**src/design/irc_line_field_tagger_core_assert.svh**
```systemverilog
// Assertion macros for the IRC line field tagger.
// Included by the modules that check their own logic; no other dependencies.
`ifndef IRC_LINE_FIELD_TAGGER_CORE_ASSERT_SVH
`define IRC_LINE_FIELD_TAGGER_CORE_ASSERT_SVH
`ifndef SYNTHESIS
`define IRC_ASSERT(lbl, c, r, p) \
  lbl: assert property (@(posedge c) disable iff (r) p) else $error("irc_lft check failed");
`define IRC_ASSERT_NEXT(lbl, c, r, a, p) \
  lbl: assert property (@(posedge c) disable iff (r) a |=> p) else $error("irc_lft check failed");
`else
`define IRC_ASSERT(lbl, c, r, p)
`define IRC_ASSERT_NEXT(lbl, c, r, a, p)
`endif
`endif

```
**src/design/irc_lft_pkg.sv**
```systemverilog
// Shared types, codes and keyword tables of the IRC line field tagger.
// No dependencies.
package irc_lft_pkg;

  localparam int COMMAND_SLOTS_DEF = 9;
  localparam int QUEUE_DEPTH       = 4;
  localparam int CMD_WORDS         = 5;

  localparam logic [7:0] CH_COLON = 8'h3A;
  localparam logic [7:0] CH_SPACE = 8'h20;
  localparam logic [7:0] CH_BANG  = 8'h21;
  localparam logic [7:0] CH_CTCP  = 8'h01;

  localparam logic [2:0] TAG_PREFIX  = 3'd0;
  localparam logic [2:0] TAG_COMMAND = 3'd1;
  localparam logic [2:0] TAG_TARGET  = 3'd2;
  localparam logic [2:0] TAG_MESSAGE = 3'd3;
  localparam logic [2:0] TAG_DROP    = 3'd4;

  localparam logic [2:0] EV_NONE   = 3'd0;
  localparam logic [2:0] EV_ACTION = 3'd1;
  localparam logic [2:0] EV_MSG    = 3'd2;

  typedef enum logic [2:0] {
    PH_START,
    PH_PREFIX,
    PH_COMMAND,
    PH_TARGET,
    PH_MESSAGE
  } phase_t;

  typedef enum logic [1:0] {
    CT_NONE,
    CT_WORD,
    CT_OTHER,
    CT_ACTION
  } ctcp_t;

  typedef struct packed {
    logic [7:0] data;
    logic [2:0] tag;
    logic       nick;
    logic       eol;
    logic [2:0] ev;
    logic       nv;
    logic       retag;
  } word_t;

  // keywords stored left-justified, first char in the top byte
  function automatic logic [7:0] cmd_char(input logic [2:0] w, input logic [2:0] p);
    logic [55:0] s;
    case (w)
      3'd0:    s = "PRIVMSG";
      3'd1:    s = {"JOIN", 24'd0};
      3'd2:    s = {"PART", 24'd0};
      3'd3:    s = {"QUIT", 24'd0};
      3'd4:    s = {"NICK", 24'd0};
      default: s = 56'd0;
    endcase
    return s[55 - 8 * int'(p) -: 8];
  endfunction

  function automatic logic [3:0] cmd_len(input logic [2:0] w);
    return (w == 3'd0) ? 4'd7 : 4'd4;
  endfunction

  function automatic logic [7:0] act_char(input logic [2:0] p);
    logic [47:0] s;
    s = "ACTION";
    return (p < 3'd6) ? s[47 - 8 * int'(p) -: 8] : 8'd0;
  endfunction

endpackage

```
**src/design/irc_lft_byte_if.sv**
```systemverilog
// Input channel of the tagger: one raw line byte and its end-of-line mark.
// No dependencies.
interface irc_lft_byte_if;
  logic       valid;
  logic       ready;
  logic [7:0] data_byte;
  logic       end_of_line;

  modport source(output valid, output data_byte, output end_of_line, input ready);
  modport sink(input valid, input data_byte, input end_of_line, output ready);
endinterface

```
**src/design/irc_lft_tag_if.sv**
```systemverilog
// Output channel of the tagger: one tagged byte with end-of-line status.
// No dependencies.
interface irc_lft_tag_if;
  logic       valid;
  logic       ready;
  logic [7:0] out_byte;
  logic [2:0] field_tag;
  logic       in_nick;
  logic       line_done;
  logic [2:0] event_code;
  logic       nick_valid;

  modport source(output valid, output out_byte, output field_tag, output in_nick,
                 output line_done, output event_code, output nick_valid, input ready);
  modport sink(input valid, input out_byte, input field_tag, input in_nick,
               input line_done, input event_code, input nick_valid, output ready);
endinterface

```
**src/design/irc_lft_front.sv**
```systemverilog
// Front end: accepts line bytes, tracks the line phase, command and CTCP match.
// Depends on irc_lft_pkg and irc_lft_byte_if.
module irc_lft_front #(
  parameter int COMMAND_SLOTS = irc_lft_pkg::COMMAND_SLOTS_DEF
) (
  input  logic               clk,
  input  logic               rst,
  irc_lft_byte_if.sink       byte_ch,
  output logic               push_valid,
  input  logic               push_ready,
  output irc_lft_pkg::word_t push_word
);
  import irc_lft_pkg::*;

  localparam int         POS_LIMIT = (COMMAND_SLOTS > 15) ? 15 : COMMAND_SLOTS;
  localparam logic [3:0] POS_LIM   = POS_LIMIT[3:0];

  phase_t     phase, phase_next, ph_eff;
  logic [3:0] cmd_pos, cmd_pos_next;
  logic [4:0] cmd_mask, cmd_mask_next;
  logic [2:0] ct_pos, ct_pos_next;
  ctcp_t      ct_state, ct_state_next, ct_fin;
  logic       ct_match, ct_match_next;
  logic       prefix_present, prefix_next;
  logic       bang_seen, bang_next;
  logic       prev_valid, prev_space;

  logic [7:0] b;
  logic       eol, acc;
  logic [2:0] tag, ev;
  logic       nick, retag;

  assign b              = byte_ch.data_byte;
  assign eol            = byte_ch.end_of_line;
  assign byte_ch.ready  = push_ready;
  assign push_valid     = byte_ch.valid;
  assign acc            = byte_ch.valid && push_ready;

  always_comb begin
    phase_next    = phase;
    cmd_pos_next  = cmd_pos;
    cmd_mask_next = cmd_mask;
    ct_pos_next   = ct_pos;
    ct_state_next = ct_state;
    ct_match_next = ct_match;
    prefix_next   = prefix_present;
    bang_next     = bang_seen;
    tag           = TAG_DROP;
    nick          = 1'b0;
    retag         = 1'b0;
    ev            = EV_NONE;

    ph_eff = (phase == PH_START && b != CH_COLON) ? PH_COMMAND : phase;

    case (ph_eff)
      PH_START: begin
        phase_next = PH_PREFIX;
      end
      PH_PREFIX: begin
        if (b == CH_SPACE) begin
          phase_next = PH_COMMAND;
        end else begin
          tag         = TAG_PREFIX;
          prefix_next = 1'b1;
          nick        = !bang_seen && b != CH_BANG;
          if (b == CH_BANG) bang_next = 1'b1;
        end
      end
      PH_COMMAND: begin
        if (b == CH_SPACE) begin
          phase_next = PH_TARGET;
        end else begin
          tag = TAG_COMMAND;
          for (int w = 0; w < CMD_WORDS; w++) begin
            if (!(cmd_pos < cmd_len(3'(w)) && b == cmd_char(3'(w), cmd_pos[2:0])))
              cmd_mask_next[w] = 1'b0;
          end
          if (cmd_pos < POS_LIM) cmd_pos_next = cmd_pos + 4'd1;
          phase_next = PH_COMMAND;
        end
      end
      PH_TARGET: begin
        if (b == CH_COLON && prev_valid && prev_space) begin
          retag      = 1'b1;
          phase_next = PH_MESSAGE;
        end else begin
          tag = TAG_TARGET;
        end
      end
      PH_MESSAGE: begin
        tag = TAG_MESSAGE;
        case (ct_state)
          CT_NONE: begin
            if (b == CH_CTCP) begin
              ct_state_next = CT_WORD;
              ct_pos_next   = 3'd0;
              ct_match_next = 1'b1;
            end else begin
              ct_state_next = CT_OTHER;
            end
          end
          CT_WORD: begin
            if (b == CH_SPACE || b == CH_CTCP) begin
              ct_state_next = (ct_match && ct_pos == 3'd6) ? CT_ACTION : CT_OTHER;
            end else begin
              if (!(ct_pos < 3'd6 && b == act_char(ct_pos))) ct_match_next = 1'b0;
              if (ct_pos < 3'd7) ct_pos_next = ct_pos + 3'd1;
            end
          end
          default: ;
        endcase
      end
      default: begin
        phase_next = PH_START;
      end
    endcase

    if (ct_state_next == CT_WORD)
      ct_fin = (ct_match_next && ct_pos_next == 3'd6) ? CT_ACTION : CT_OTHER;
    else
      ct_fin = ct_state_next;

    if (eol) begin
      if (ct_fin == CT_ACTION) begin
        ev = EV_ACTION;
      end else begin
        for (int w = CMD_WORDS - 1; w >= 0; w--) begin
          if (cmd_mask_next[w] && cmd_pos_next == cmd_len(3'(w))) ev = EV_MSG + 3'(w);
        end
      end
    end

    push_word.data  = b;
    push_word.tag   = tag;
    push_word.nick  = nick;
    push_word.eol   = eol;
    push_word.ev    = ev;
    push_word.nv    = eol && prefix_next && ev != EV_NONE;
    push_word.retag = retag;
  end

  always_ff @(posedge clk) begin
    if (rst || (acc && eol)) begin
      phase          <= PH_START;
      cmd_pos        <= 4'd0;
      cmd_mask       <= 5'h1F;
      ct_pos         <= 3'd0;
      ct_state       <= CT_NONE;
      ct_match       <= 1'b1;
      prefix_present <= 1'b0;
      bang_seen      <= 1'b0;
      prev_valid     <= 1'b0;
      prev_space     <= 1'b0;
    end else if (acc) begin
      phase          <= phase_next;
      cmd_pos        <= cmd_pos_next;
      cmd_mask       <= cmd_mask_next;
      ct_pos         <= ct_pos_next;
      ct_state       <= ct_state_next;
      ct_match       <= ct_match_next;
      prefix_present <= prefix_next;
      bang_seen      <= bang_next;
      prev_valid     <= 1'b1;
      prev_space     <= (b == CH_SPACE);
    end
  end

endmodule

```
**src/design/irc_lft_queue.sv**
```systemverilog
// Short word queue between front and back end, flip-flop storage.
// Depends on irc_lft_pkg and the assertion header.
`include "irc_line_field_tagger_core_assert.svh"
module irc_lft_queue (
  input  logic               clk,
  input  logic               rst,
  input  logic               push_valid,
  output logic               push_ready,
  input  irc_lft_pkg::word_t push_word,
  output logic               pop_valid,
  input  logic               pop_ready,
  output irc_lft_pkg::word_t pop_word
);
  import irc_lft_pkg::*;

  localparam int PTR_W = $clog2(QUEUE_DEPTH);
  localparam int CNT_W = PTR_W + 1;

  word_t            mem [QUEUE_DEPTH];
  logic [PTR_W-1:0] wr_ptr, rd_ptr;
  logic [CNT_W-1:0] count;
  logic             push, pop;

  assign push_ready = count != CNT_W'(QUEUE_DEPTH);
  assign pop_valid  = count != '0;
  assign pop_word   = mem[rd_ptr];
  assign push       = push_valid && push_ready;
  assign pop        = pop_valid && pop_ready;

  always_ff @(posedge clk) begin
    if (push) mem[wr_ptr] <= push_word;
  end

  always_ff @(posedge clk) begin
    if (rst) begin
      wr_ptr <= '0;
      rd_ptr <= '0;
      count  <= '0;
    end else begin
      if (push) wr_ptr <= wr_ptr + 1'b1;
      if (pop)  rd_ptr <= rd_ptr + 1'b1;
      if (push && !pop)      count <= count + 1'b1;
      else if (pop && !push) count <= count - 1'b1;
    end
  end

  `IRC_ASSERT(a_q_bound, clk, rst, count <= CNT_W'(QUEUE_DEPTH))
  `IRC_ASSERT(a_q_ptrs, clk, rst, PTR_W'(wr_ptr - rd_ptr) == count[PTR_W-1:0])
  `IRC_ASSERT_NEXT(a_q_inc, clk, rst, push && !pop, count == $past(count) + 1'b1)

endmodule

```
**src/design/irc_lft_back.sv**
```systemverilog
// Back end: holds one byte, applies separator retagging, emits tagged words.
// Depends on irc_lft_pkg, irc_lft_tag_if and the assertion header.
`include "irc_line_field_tagger_core_assert.svh"
module irc_lft_back (
  input  logic               clk,
  input  logic               rst,
  input  logic               pop_valid,
  output logic               pop_ready,
  input  irc_lft_pkg::word_t pop_word,
  irc_lft_tag_if.source      tag_ch
);
  import irc_lft_pkg::*;

  word_t      held, pend;
  logic       held_valid, pend_valid;
  logic       o_valid, o_nick, o_done, o_nv;
  logic [7:0] o_byte;
  logic [2:0] o_tag, o_ev;
  logic       slot_free, pop;

  // while the final word drains, a first byte of the next line can still be held
  assign slot_free = !o_valid || tag_ch.ready;
  assign pop_ready = slot_free && !(pend_valid && pop_word.eol);
  assign pop       = pop_valid && pop_ready;

  assign tag_ch.valid      = o_valid;
  assign tag_ch.out_byte   = o_byte;
  assign tag_ch.field_tag  = o_tag;
  assign tag_ch.in_nick    = o_nick;
  assign tag_ch.line_done  = o_done;
  assign tag_ch.event_code = o_ev;
  assign tag_ch.nick_valid = o_nv;

  always_ff @(posedge clk) begin
    if (rst) begin
      held_valid <= 1'b0;
      pend_valid <= 1'b0;
      o_valid    <= 1'b0;
    end else if (slot_free) begin
      if (pend_valid) begin
        o_valid    <= 1'b1;
        o_byte     <= pend.data;
        o_tag      <= pend.tag;
        o_nick     <= pend.nick;
        o_done     <= 1'b1;
        o_ev       <= pend.ev;
        o_nv       <= pend.nv;
        pend_valid <= 1'b0;
        if (pop) begin
          held       <= pop_word;
          held_valid <= 1'b1;
        end
      end else if (pop && held_valid) begin
        o_valid <= 1'b1;
        o_byte  <= held.data;
        o_tag   <= pop_word.retag ? TAG_DROP : held.tag;
        o_nick  <= held.nick;
        o_done  <= 1'b0;
        o_ev    <= EV_NONE;
        o_nv    <= 1'b0;
        if (pop_word.eol) begin
          pend       <= pop_word;
          pend_valid <= 1'b1;
          held_valid <= 1'b0;
        end else begin
          held <= pop_word;
        end
      end else if (pop && pop_word.eol) begin
        o_valid <= 1'b1;
        o_byte  <= pop_word.data;
        o_tag   <= pop_word.tag;
        o_nick  <= pop_word.nick;
        o_done  <= 1'b1;
        o_ev    <= pop_word.ev;
        o_nv    <= pop_word.nv;
      end else if (pop) begin
        held       <= pop_word;
        held_valid <= 1'b1;
        o_valid    <= 1'b0;
      end else begin
        o_valid <= 1'b0;
      end
    end
  end

  `IRC_ASSERT(a_b_ev_last, clk, rst, o_valid && !o_done |-> o_ev == EV_NONE && !o_nv)
  `IRC_ASSERT(a_b_done_empty, clk, rst, o_valid && o_done |-> !pend_valid)
  `IRC_ASSERT(a_b_pend_hold, clk, rst, pend_valid |-> !held_valid)

endmodule

```
**src/design/irc_line_field_tagger_core.sv**
```systemverilog
// IRC line field tagger, top level: front end, word queue and back end.
// Depends on irc_lft_pkg, irc_lft_byte_if, irc_lft_tag_if and the three submodules.
//
// Usage:
//   byte_ch takes one raw byte of an IRC line per word; end_of_line marks the
//   last byte. tag_ch returns each byte tagged prefix, command, target,
//   message or dropped separator, with the nick flag. The last word of a line
//   has line_done set and carries event_code and nick_valid.
//   A byte is held until the next byte of its line arrives, then reaches
//   tag_ch once that byte is taken (queue register, then output register).
//   The final byte waits in a pending register and follows its predecessor.
//   Throughput: one byte per cycle while tag_ch is ready. The two words
//   released by a final byte leave while the first byte of the next line is
//   taken; only a one-byte line right after a line end waits until the pending final word has left.
//   A four-word queue lets byte_ch keep flowing while tag_ch stalls; when it
//   fills, byte_ch.ready drops until the receiver takes words again.
//   Reset (rst, synchronous) empties the queue and the held byte and puts
//   the parser at start of line; it is ready as soon as reset is released.
//   COMMAND_SLOTS sets where the command position counter saturates (at most 15).
module irc_line_field_tagger_core #(
  parameter int COMMAND_SLOTS = irc_lft_pkg::COMMAND_SLOTS_DEF
) (
  input  logic          clk,
  input  logic          rst,
  irc_lft_byte_if.sink  byte_ch,
  irc_lft_tag_if.source tag_ch
);
  import irc_lft_pkg::*;

  word_t push_word, pop_word;
  logic  push_valid, push_ready, pop_valid, pop_ready;

  irc_lft_front #(
    .COMMAND_SLOTS(COMMAND_SLOTS)
  ) u_front (
    .clk       (clk),
    .rst       (rst),
    .byte_ch   (byte_ch),
    .push_valid(push_valid),
    .push_ready(push_ready),
    .push_word (push_word)
  );

  irc_lft_queue u_queue (
    .clk       (clk),
    .rst       (rst),
    .push_valid(push_valid),
    .push_ready(push_ready),
    .push_word (push_word),
    .pop_valid (pop_valid),
    .pop_ready (pop_ready),
    .pop_word  (pop_word)
  );

  irc_lft_back u_back (
    .clk      (clk),
    .rst      (rst),
    .pop_valid(pop_valid),
    .pop_ready(pop_ready),
    .pop_word (pop_word),
    .tag_ch   (tag_ch)
  );

endmodule

```
**src/flat_wrapper.sv**
```systemverilog
// flat-port wrapper written by rule: the top's interface ports become plain ports
module irc_line_field_tagger_core_flat import irc_lft_pkg::*;
#(
  parameter int COMMAND_SLOTS = irc_lft_pkg::COMMAND_SLOTS_DEF
)
  (clk, rst, byte_ch_valid, byte_ch_data_byte, byte_ch_end_of_line, byte_ch_ready, tag_ch_valid, tag_ch_out_byte, tag_ch_field_tag, tag_ch_in_nick, tag_ch_line_done, tag_ch_event_code, tag_ch_nick_valid, tag_ch_ready);
  irc_lft_byte_if byte_ch_i ();
  irc_lft_tag_if tag_ch_i ();
  input  logic clk;
  input  logic rst;
  input wire logic [$bits(byte_ch_i.valid)-1:0] byte_ch_valid;
  input wire logic [$bits(byte_ch_i.data_byte)-1:0] byte_ch_data_byte;
  input wire logic [$bits(byte_ch_i.end_of_line)-1:0] byte_ch_end_of_line;
  output wire logic [$bits(byte_ch_i.ready)-1:0] byte_ch_ready;
  output wire logic [$bits(tag_ch_i.valid)-1:0] tag_ch_valid;
  output wire logic [$bits(tag_ch_i.out_byte)-1:0] tag_ch_out_byte;
  output wire logic [$bits(tag_ch_i.field_tag)-1:0] tag_ch_field_tag;
  output wire logic [$bits(tag_ch_i.in_nick)-1:0] tag_ch_in_nick;
  output wire logic [$bits(tag_ch_i.line_done)-1:0] tag_ch_line_done;
  output wire logic [$bits(tag_ch_i.event_code)-1:0] tag_ch_event_code;
  output wire logic [$bits(tag_ch_i.nick_valid)-1:0] tag_ch_nick_valid;
  input wire logic [$bits(tag_ch_i.ready)-1:0] tag_ch_ready;
  assign byte_ch_i.valid = byte_ch_valid;
  assign byte_ch_i.data_byte = byte_ch_data_byte;
  assign byte_ch_i.end_of_line = byte_ch_end_of_line;
  assign byte_ch_ready = byte_ch_i.ready;
  assign tag_ch_valid = tag_ch_i.valid;
  assign tag_ch_out_byte = tag_ch_i.out_byte;
  assign tag_ch_field_tag = tag_ch_i.field_tag;
  assign tag_ch_in_nick = tag_ch_i.in_nick;
  assign tag_ch_line_done = tag_ch_i.line_done;
  assign tag_ch_event_code = tag_ch_i.event_code;
  assign tag_ch_nick_valid = tag_ch_i.nick_valid;
  assign tag_ch_i.ready = tag_ch_ready;
  irc_line_field_tagger_core #(.COMMAND_SLOTS(COMMAND_SLOTS)) u_core (.clk(clk), .rst(rst), .byte_ch(byte_ch_i), .tag_ch(tag_ch_i));
endmodule
```
**config.mk**
```make
export PLATFORM = sky130hd
export DESIGN_NAME = irc_line_field_tagger_core_flat
export DESIGN_NICKNAME = d
export VERILOG_FILES = /design/src/design/irc_lft_pkg.sv /design/src/design/irc_lft_byte_if.sv /design/src/design/irc_lft_tag_if.sv /design/src/design/irc_lft_front.sv /design/src/design/irc_lft_queue.sv /design/src/design/irc_lft_back.sv /design/src/design/irc_line_field_tagger_core.sv /design/src/flat_wrapper.sv
export VERILOG_INCLUDE_DIRS = /design/src /design/src/design
export SDC_FILE = /design/constraint.sdc
export NUM_CORES = 1
export LEC_CHECK = 0
export BUFFER_PORTS_ARGS = -buffer_cell sky130_fd_sc_hd__buf_4
export CAP_MARGIN = 0
export CORE_ASPECT_RATIO = 0.6
export CORE_MARGIN = 4
export CORE_UTILIZATION = 65
export DETAILED_ROUTE_END_ITERATION = 16
export GPL_TIMING_DRIVEN = 0
export PLACE_DENSITY = 0.89
export REMOVE_ABC_BUFFERS = 1
export SYNTH_ARGS = -nofsm -noshare
export SYNTH_HDL_FRONTEND = slang
export SYNTH_HIERARCHICAL = 1
export SYNTH_SLANG_ARGS = --single-unit
```
**constraint.sdc**
```tcl
create_clock -name clk -period 9.2 [get_ports clk]
set_input_delay 0 -clock clk [delete_from_list [all_inputs] [get_ports clk]]
set_output_delay 0 -clock clk [all_outputs]
set_load 0.01 [all_outputs]
```
### Yosys cells after proc, flatten, opt, wreduce, memory -nomap -nowiden

Memories as Yosys holds them, arrays and structs flattened. A register that Yosys moved wholly into a read port is not among the register bits.
Index checks and enable logic that the tools add are counted.

* add/subtract/negate cells: 8
* $lt $le $gt $ge: 5
* eq/ne operators: 29
* shift-type cells: 6
* multiplexer cells: 100
* bitwise logic cells: 4
* reductions and logical operators: 49

Operator list (number)
* two-way mux 56 bit: 10
* indexed part select 63 x 7 -> 8 bit: 5
* two-way mux 18 bit: 5
* two-way mux 3 bit: 26
* indexed part select 55 x 7 -> 8 bit (first input constant): 1
* equality test 8 bit: 6
* two-way mux 1 bit: 39
* two-way mux 8 bit: 4
* logical AND 1 bit: 28
* equality test 8 x 6 -> 1 bit (second input constant): 3
* inequality test 8 x 6 -> 1 bit (second input constant): 2
* case mux 3 bit (5 select lines): 1
* subtractor 6 x 6 -> 7 bit (first input constant): 2
* two-way mux 2 bit: 6
* two-way mux 4 bit: 3
* inequality test 3 bit (second input constant): 4
* case mux 3 bit (4 select lines): 1
* AND reduction 4 bit: 3
* two-way mux 5 bit: 2
* equality test 3 bit (second input constant): 3
* nonzero test 3 bit: 3
* equality test 4 x 3 -> 1 bit (second input constant): 2
* equality test 8 x 1 -> 1 bit (second input constant): 1
* < comparator 4 x 3 -> 1 bit (second input constant): 2
* 22 further kinds: 39

* register bits: 83
* bits in writable memories: 72
* input port bits: 13
* output and inout bits: 19
* logic and storage cells: 236
* memories: 1

Memory list
* u_core.u_queue.mem: depth 4, bits a word 18, read ports 1, clocked after Yosys merged registers in 1, wr ports 1, RTL line irc_lft_queue.sv:19 `word_t mem [QUEUE_DEPTH];`

### Logic depth before layout (Yosys ltp)

* depth in word-level cells: 21
* mapped depth: 11
* gate-level depth less buffers: 9

### Modules after synthesis

Netlist, hierarchy kept.

By module, submodules not included
* irc_lft_queue: instances 1, cells an instance 142, area each 3119.2 µm², seq. area each 2342.2 µm²
* irc_lft_front: instances 1, cells an instance 350, area each 2567.5 µm², seq. area each 440.4 µm²
* irc_lft_back: instances 1, cells an instance 144, area each 2093.3 µm², seq. area each 1411.4 µm²

### Worst setup path before layout

OpenSTA, ideal clock, no wires.

* path type: register to register
* start: register with a tool-made name
* end: register u_core.u_back.o_ev[0], in the netlist u_core/u_back/tag_ch.event_code[0] (enable)
* setup time: 0.413 ns
* arrival: 2.891 ns
* required time: 8.787 ns
* setup slack: 5.897 ns
* cell stages (with the launch flop): 9
* buffers on the path: 1
* clock period less this slack: 3.303 ns
* path through: dfxtp_1 -> buf_6 -> mux4_1 -> nand2_1 -> nand3_2 -> inv_1 -> ha_1 -> a211oi_1 -> nor3_1

RTL lines
* end signal: assignment: RTL line irc_lft_back.sv:46 `o_ev <= pend.ev;`
* end signal: assignment: RTL line irc_lft_back.sv:74 `o_ev <= pop_word.ev;`
* end: declaration: RTL line irc_lft_back.sv:18 `logic [2:0] o_tag, o_ev;`

==> impl_metrics.xml <==
<?xml version="1.0" encoding="UTF-8"?>
<metrics>
  <group name="status">
    <metric name="run_status" unit="">finished with violations</metric>
    <metric name="failed_checks" unit="">capacitance limit</metric>
  </group>
  <group name="timing">
    <metric name="timing.final.hold_violations" unit="">0</metric>
    <metric name="final.setup.worst_slack" unit="ns">4.86</metric>
    <metric name="relSlewSlack" unit="">0.0169</metric>
    <metric name="layout_min_cycle_time" unit="ns">4.34</metric>
    <metric name="finalSetupViolations" unit="">0</metric>
    <metric name="worst_clock_skew" unit="ns">0.00834</metric>
    <metric name="fin_crit_sh" unit="">0.472</metric>
    <metric name="maxClockFrequency" unit="GHz">0.231</metric>
    <metric name="timing_max_transition_violations_final" unit="">0</metric>
    <metric name="rsz_0062_raised_after_global_routing" unit="">false</metric>
    <metric name="tightest_pin_transition" unit="ns">1.46</metric>
    <metric name="final.hold.worst_slack" unit="ns">0.0299</metric>
    <metric name="final_tns_setup" unit="ns">0</metric>
  </group>
  <group name="worst_setup_path">
    <metric name="critical_path.max_fanout" unit="">21</metric>
    <metric name="worst_setup_end_kind" unit="">flop</metric>
    <metric name="critPathLaunchType" unit="">flop</metric>
    <metric name="cp_data_required_time" unit="ns">9.38</metric>
    <metric name="cp_data_arrival_time" unit="ns">4.52</metric>
    <metric name="criticalPathCategory" unit="">flop to flop</metric>
  </group>
  <group name="final_layout">
    <metric name="instances_no_fill" unit="">824</metric>
    <metric name="final_nets" unit="">678</metric>
    <metric name="layout_cell_share_with_drive_strength_beyond_1" unit="">0.167</metric>
    <metric name="n_antenna_cell" unit="">0</metric>
    <metric name="synthToLayoutAreaGrowth" unit="%">11.5</metric>
    <metric name="fillerInstances" unit="">686</metric>
    <metric name="fin_area" unit="sq um">8670</metric>
  </group>
  <group name="synth">
    <metric name="netlist.top_cell.by_area" unit="">sky130_fd_sc_hd__edfxtp_1</metric>
    <metric name="synth_top_cells_by_count" unit="">sky130_fd_sc_hd__edfxtp_1 (117), sky130_fd_sc_hd__nor2_1 (49), sky130_fd_sc_hd__nand2_1 (44), sky130_fd_sc_hd__dfxtp_1 (34), sky130_fd_sc_hd__o21ai_0 (29)</metric>
    <metric name="netlist-cell-type-count" unit="">81</metric>
    <metric name="ys.warnings.count" unit="">6</metric>
    <metric name="synth_most_common_cell" unit="">sky130_fd_sc_hd__edfxtp_1</metric>
    <metric name="synthTopCellsByArea" unit="">sky130_fd_sc_hd__edfxtp_1 (45%), sky130_fd_sc_hd__dfxtp_1 (8.7%), sky130_fd_sc_hd__mux4_2 (2.9%)</metric>
    <metric name="synthDominantCellAreaShare" unit="">0.452</metric>
    <metric name="yosysSeqAreaShare" unit="">0.539</metric>
    <metric name="syn-cell-area" unit="sq um">7780</metric>
    <metric name="flop_and_latch_count_out_of_synthesis" unit="">151</metric>
    <metric name="synth_enable_flop_cells" unit="">117</metric>
    <metric name="syn-instance-count" unit="">636</metric>
    <metric name="synthArstFlopShare" unit="">0</metric>
    <metric name="predominant_post_synthesis_flop_cell" unit="">sky130_fd_sc_hd__edfxtp_1</metric>
    <metric name="synth.avg_cell_area" unit="sq um">12.2</metric>
  </group>
  <group name="placed_design">
    <metric name="port-buffer-count" unit="">31</metric>
    <metric name="pre_cts_slack" unit="ns">4.95</metric>
    <metric name="placed_cells_incl_taps" unit="">781</metric>
    <metric name="finalWeightedCongestion" unit="">0.894</metric>
    <metric name="place_hpwl" unit="microns">11600</metric>
    <metric name="dpl_cell_area" unit="sq um">7970</metric>
  </group>
  <group name="die">
    <metric name="initial_util" unit="">0.677</metric>
    <metric name="fp.dieArea" unit="sq um">13800</metric>
    <metric name="die_x" unit="microns">149</metric>
    <metric name="dieHeight" unit="microns">92.7</metric>
    <metric name="rows" unit="">30</metric>
    <metric name="coreArea" unit="sq um">11500</metric>
    <metric name="design.portCount" unit="">32</metric>
  </group>
  <group name="drt">
    <metric name="post_drt_wl_per_cell" unit="microns">22.0</metric>
    <metric name="vias" unit="">5540</metric>
    <metric name="drt-initial-drc-count" unit="">697</metric>
    <metric name="route.final.wire_length" unit="microns">18200</metric>
    <metric name="detail_route.drc_violations" unit="">0</metric>
    <metric name="first_pass_iters" unit="">6</metric>
    <metric name="detail-route-antenna-nets" unit="">0</metric>
    <metric name="vias_per_cell" unit="">6.72</metric>
  </group>
  <group name="power">
    <metric name="power.ir.vdd_worst" unit="mV">0.157</metric>
    <metric name="static_leak" unit="uW">0.00305</metric>
    <metric name="power.density_cell_area" unit="nW/um^2">275</metric>
  </group>
  <group name="clock_tree">
    <metric name="clock_sink_count" unit="">151</metric>
    <metric name="max-clock-path-buffers" unit="">2</metric>
    <metric name="ctsResizeCount" unit="">0</metric>
    <metric name="htreeDepth" unit="">4</metric>
    <metric name="cts_made_buffers" unit="">17</metric>
    <metric name="clkLatencyLatePin" unit="ns">0.42</metric>
    <metric name="cts_tree" unit="">done</metric>
    <metric name="cts-root-buf" unit="">sky130_fd_sc_hd__clkbuf_16</metric>
    <metric name="postCtsSetupRepairBufs" unit="">0</metric>
    <metric name="ctsHoldBuffers" unit="">11</metric>
    <metric name="cts.clk_slew.worst_paths" unit="ns">0.06</metric>
  </group>
  <group name="global_route">
    <metric name="grt.overflow.total" unit="">0</metric>
    <metric name="grt_start_max_net_pins" unit="">42</metric>
    <metric name="first_global_vias" unit="">5393</metric>
    <metric name="grt_use_total" unit="">0.271</metric>
    <metric name="wire_length_of_the_first_global_routing_pass" unit="microns">28700</metric>
    <metric name="initial_antenna_violation_count" unit="">0</metric>
  </group>
  <group name="worst_hold_path">
    <metric name="min-delay-path-class" unit="">input port to flop</metric>
  </group>
  <group name="flow_run">
    <metric name="max_cap_violations" unit="">1</metric>
  </group>
</metrics>
==> worst max-delay path, stage by stage, from the launching register on <==
cell and delay (ns):
sky130_fd_sc_hd__dfxtp_1 0.81, sky130_fd_sc_hd__inv_2 0.26, sky130_fd_sc_hd__ha_1 0.61, sky130_fd_sc_hd__or4b_4 0.64, sky130_fd_sc_hd__a21oi_4 0.26, sky130_fd_sc_hd__o211a_1 0.21, sky130_fd_sc_hd__nor2_1 0.11, sky130_fd_sc_hd__o41ai_2 0.54
sky130_fd_sc_hd__a22oi_1 0.23, sky130_fd_sc_hd__a41oi_1 0.42
==> sequential cells by signal, indices dropped and copies added, names as in the netlist, 2 cells and up, named ones only <==
register and cells:
u_core/u_front/phase 3, u_core/u_front/ct_pos 3, u_core/u_queue/mem 72, u_core/u_front/ct_state 2, u_core/u_front/cmd_pos 4, u_core/u_queue/rd_ptr 2, u_core/u_queue/count 3, u_core/u_queue/wr_ptr 2
u_core/u_back/tag_ch.event_code 3, u_core/u_front/cmd_mask 5, u_core/u_back/tag_ch.field_tag 3, u_core/u_back/pend 16, u_core/u_back/tag_ch.out_byte 8, u_core/u_back/held 12
==> final cells by class <==
class | count | area (sq um) | share of cell area
repair buffers | 45 | 377 | 0.0434
well taps | 160 | 200 | 0.0231
multi-input cells | 415 | 3230 | 0.373
flip-flops and latches | 151 | 4190 | 0.484
inverters | 21 | 78.8 | 0.00909
clock buffers | 20 | 437 | 0.0504
clock inverters | 12 | 153 | 0.0176
==> logic make-up (layout without fill, tap and decap cells) <==
kind of cell	count (synthesis)	after routing	synth area share
simple gates	188	188	0.126
flops	151	151	0.539
compound gates	138	138	0.131
buf+inv	70	98	0.0473
mux	49	49	0.103
xor+xnor	26	26	0.0302
fa+ha+maj	14	14	0.0235
==> power breakdown <==
part           leakage, uW  internal, uW  switching (uW)
Clock             0.000268           426             271
Sequential         0.00136           901            98.9
Combinational      0.00142           317             368
Total              0.00305          1640             737
==> per-layer routing <==
metal,track usage,wire length [microns],up-vias
met2,0.436,8800,327
met4,0.0853,379,0
met1,0.360,7180,2732
met5,0,0,-
met3,0.0787,1790,49
li1,-,-,2432
==> path summary, 6_finish.rpt <==
path / startpoint / to / slack (ns) / cells past startpoint
min: byte_ch_valid / u_core/u_queue/wr_ptr[1]$_SDFFE_PP0P_ / 0.03 / 3
max reg2reg: u_core/u_front/cmd_pos[0]$_SDFFE_PP0P_ / u_core/u_queue/mem[1][1]$_DFFE_PP_ / 4.86 / 9
max: u_core/u_front/cmd_pos[0]$_SDFFE_PP0P_ / u_core/u_queue/mem[1][1]$_DFFE_PP_ / 4.86 / 9
min reg2reg: u_core/u_front/prev_valid$_SDFFE_PP0P_ / u_core/u_front/prev_valid$_SDFFE_PP0P_ / 0.50 / 2
==> per-stage QoR <==
stage,power (uW),util
global route,2480,0.755
floorplan,1450,-
detailed placement,1670,0.694
finish,2380,0.755
CTS,2380,0.755
global placement,1600,0.690
==> cells in the final DEF, fill, tap and decap left out, types with 4 or more instances in the layout <==
cell                              n
sky130_fd_sc_hd__ha_1            13
sky130_fd_sc_hd__a21oi_1         25
sky130_fd_sc_hd__nor3_2           6
sky130_fd_sc_hd__a31oi_1         10
sky130_fd_sc_hd__nor4_1           6
sky130_fd_sc_hd__and2_1           5
sky130_fd_sc_hd__clkbuf_16       17
sky130_fd_sc_hd__edfxtp_1       117
sky130_fd_sc_hd__mux4_2          10
sky130_fd_sc_hd__inv_1           20
sky130_fd_sc_hd__nand2b_1        13
sky130_fd_sc_hd__or3_1           10
sky130_fd_sc_hd__o211ai_1         5
sky130_fd_sc_hd__o21ai_0         29
sky130_fd_sc_hd__nand4_1          4
sky130_fd_sc_hd__mux4_1           8
sky130_fd_sc_hd__o211a_1          5
sky130_fd_sc_hd__a211oi_1        10
sky130_fd_sc_hd__nand3_1         13
sky130_fd_sc_hd__mux2i_1         18
sky130_fd_sc_hd__o31ai_1          4
sky130_fd_sc_hd__and3_1           5
sky130_fd_sc_hd__a22o_1           5
sky130_fd_sc_hd__dlygate4sd3_1   11
sky130_fd_sc_hd__mux2_4          10
sky130_fd_sc_hd__nand2_1         44
sky130_fd_sc_hd__xnor2_1         16
sky130_fd_sc_hd__nor2_1          49
sky130_fd_sc_hd__a211o_1          4
sky130_fd_sc_hd__clkinvlp_4       5
sky130_fd_sc_hd__nand3b_1         4
sky130_fd_sc_hd__nor2b_1          8
sky130_fd_sc_hd__o22ai_1          4
sky130_fd_sc_hd__nor3_1           6
sky130_fd_sc_hd__dfxtp_1         34
sky130_fd_sc_hd__xor2_1           9
sky130_fd_sc_hd__buf_4           31
No activity file was read; power rests on OpenSTA's default activity.
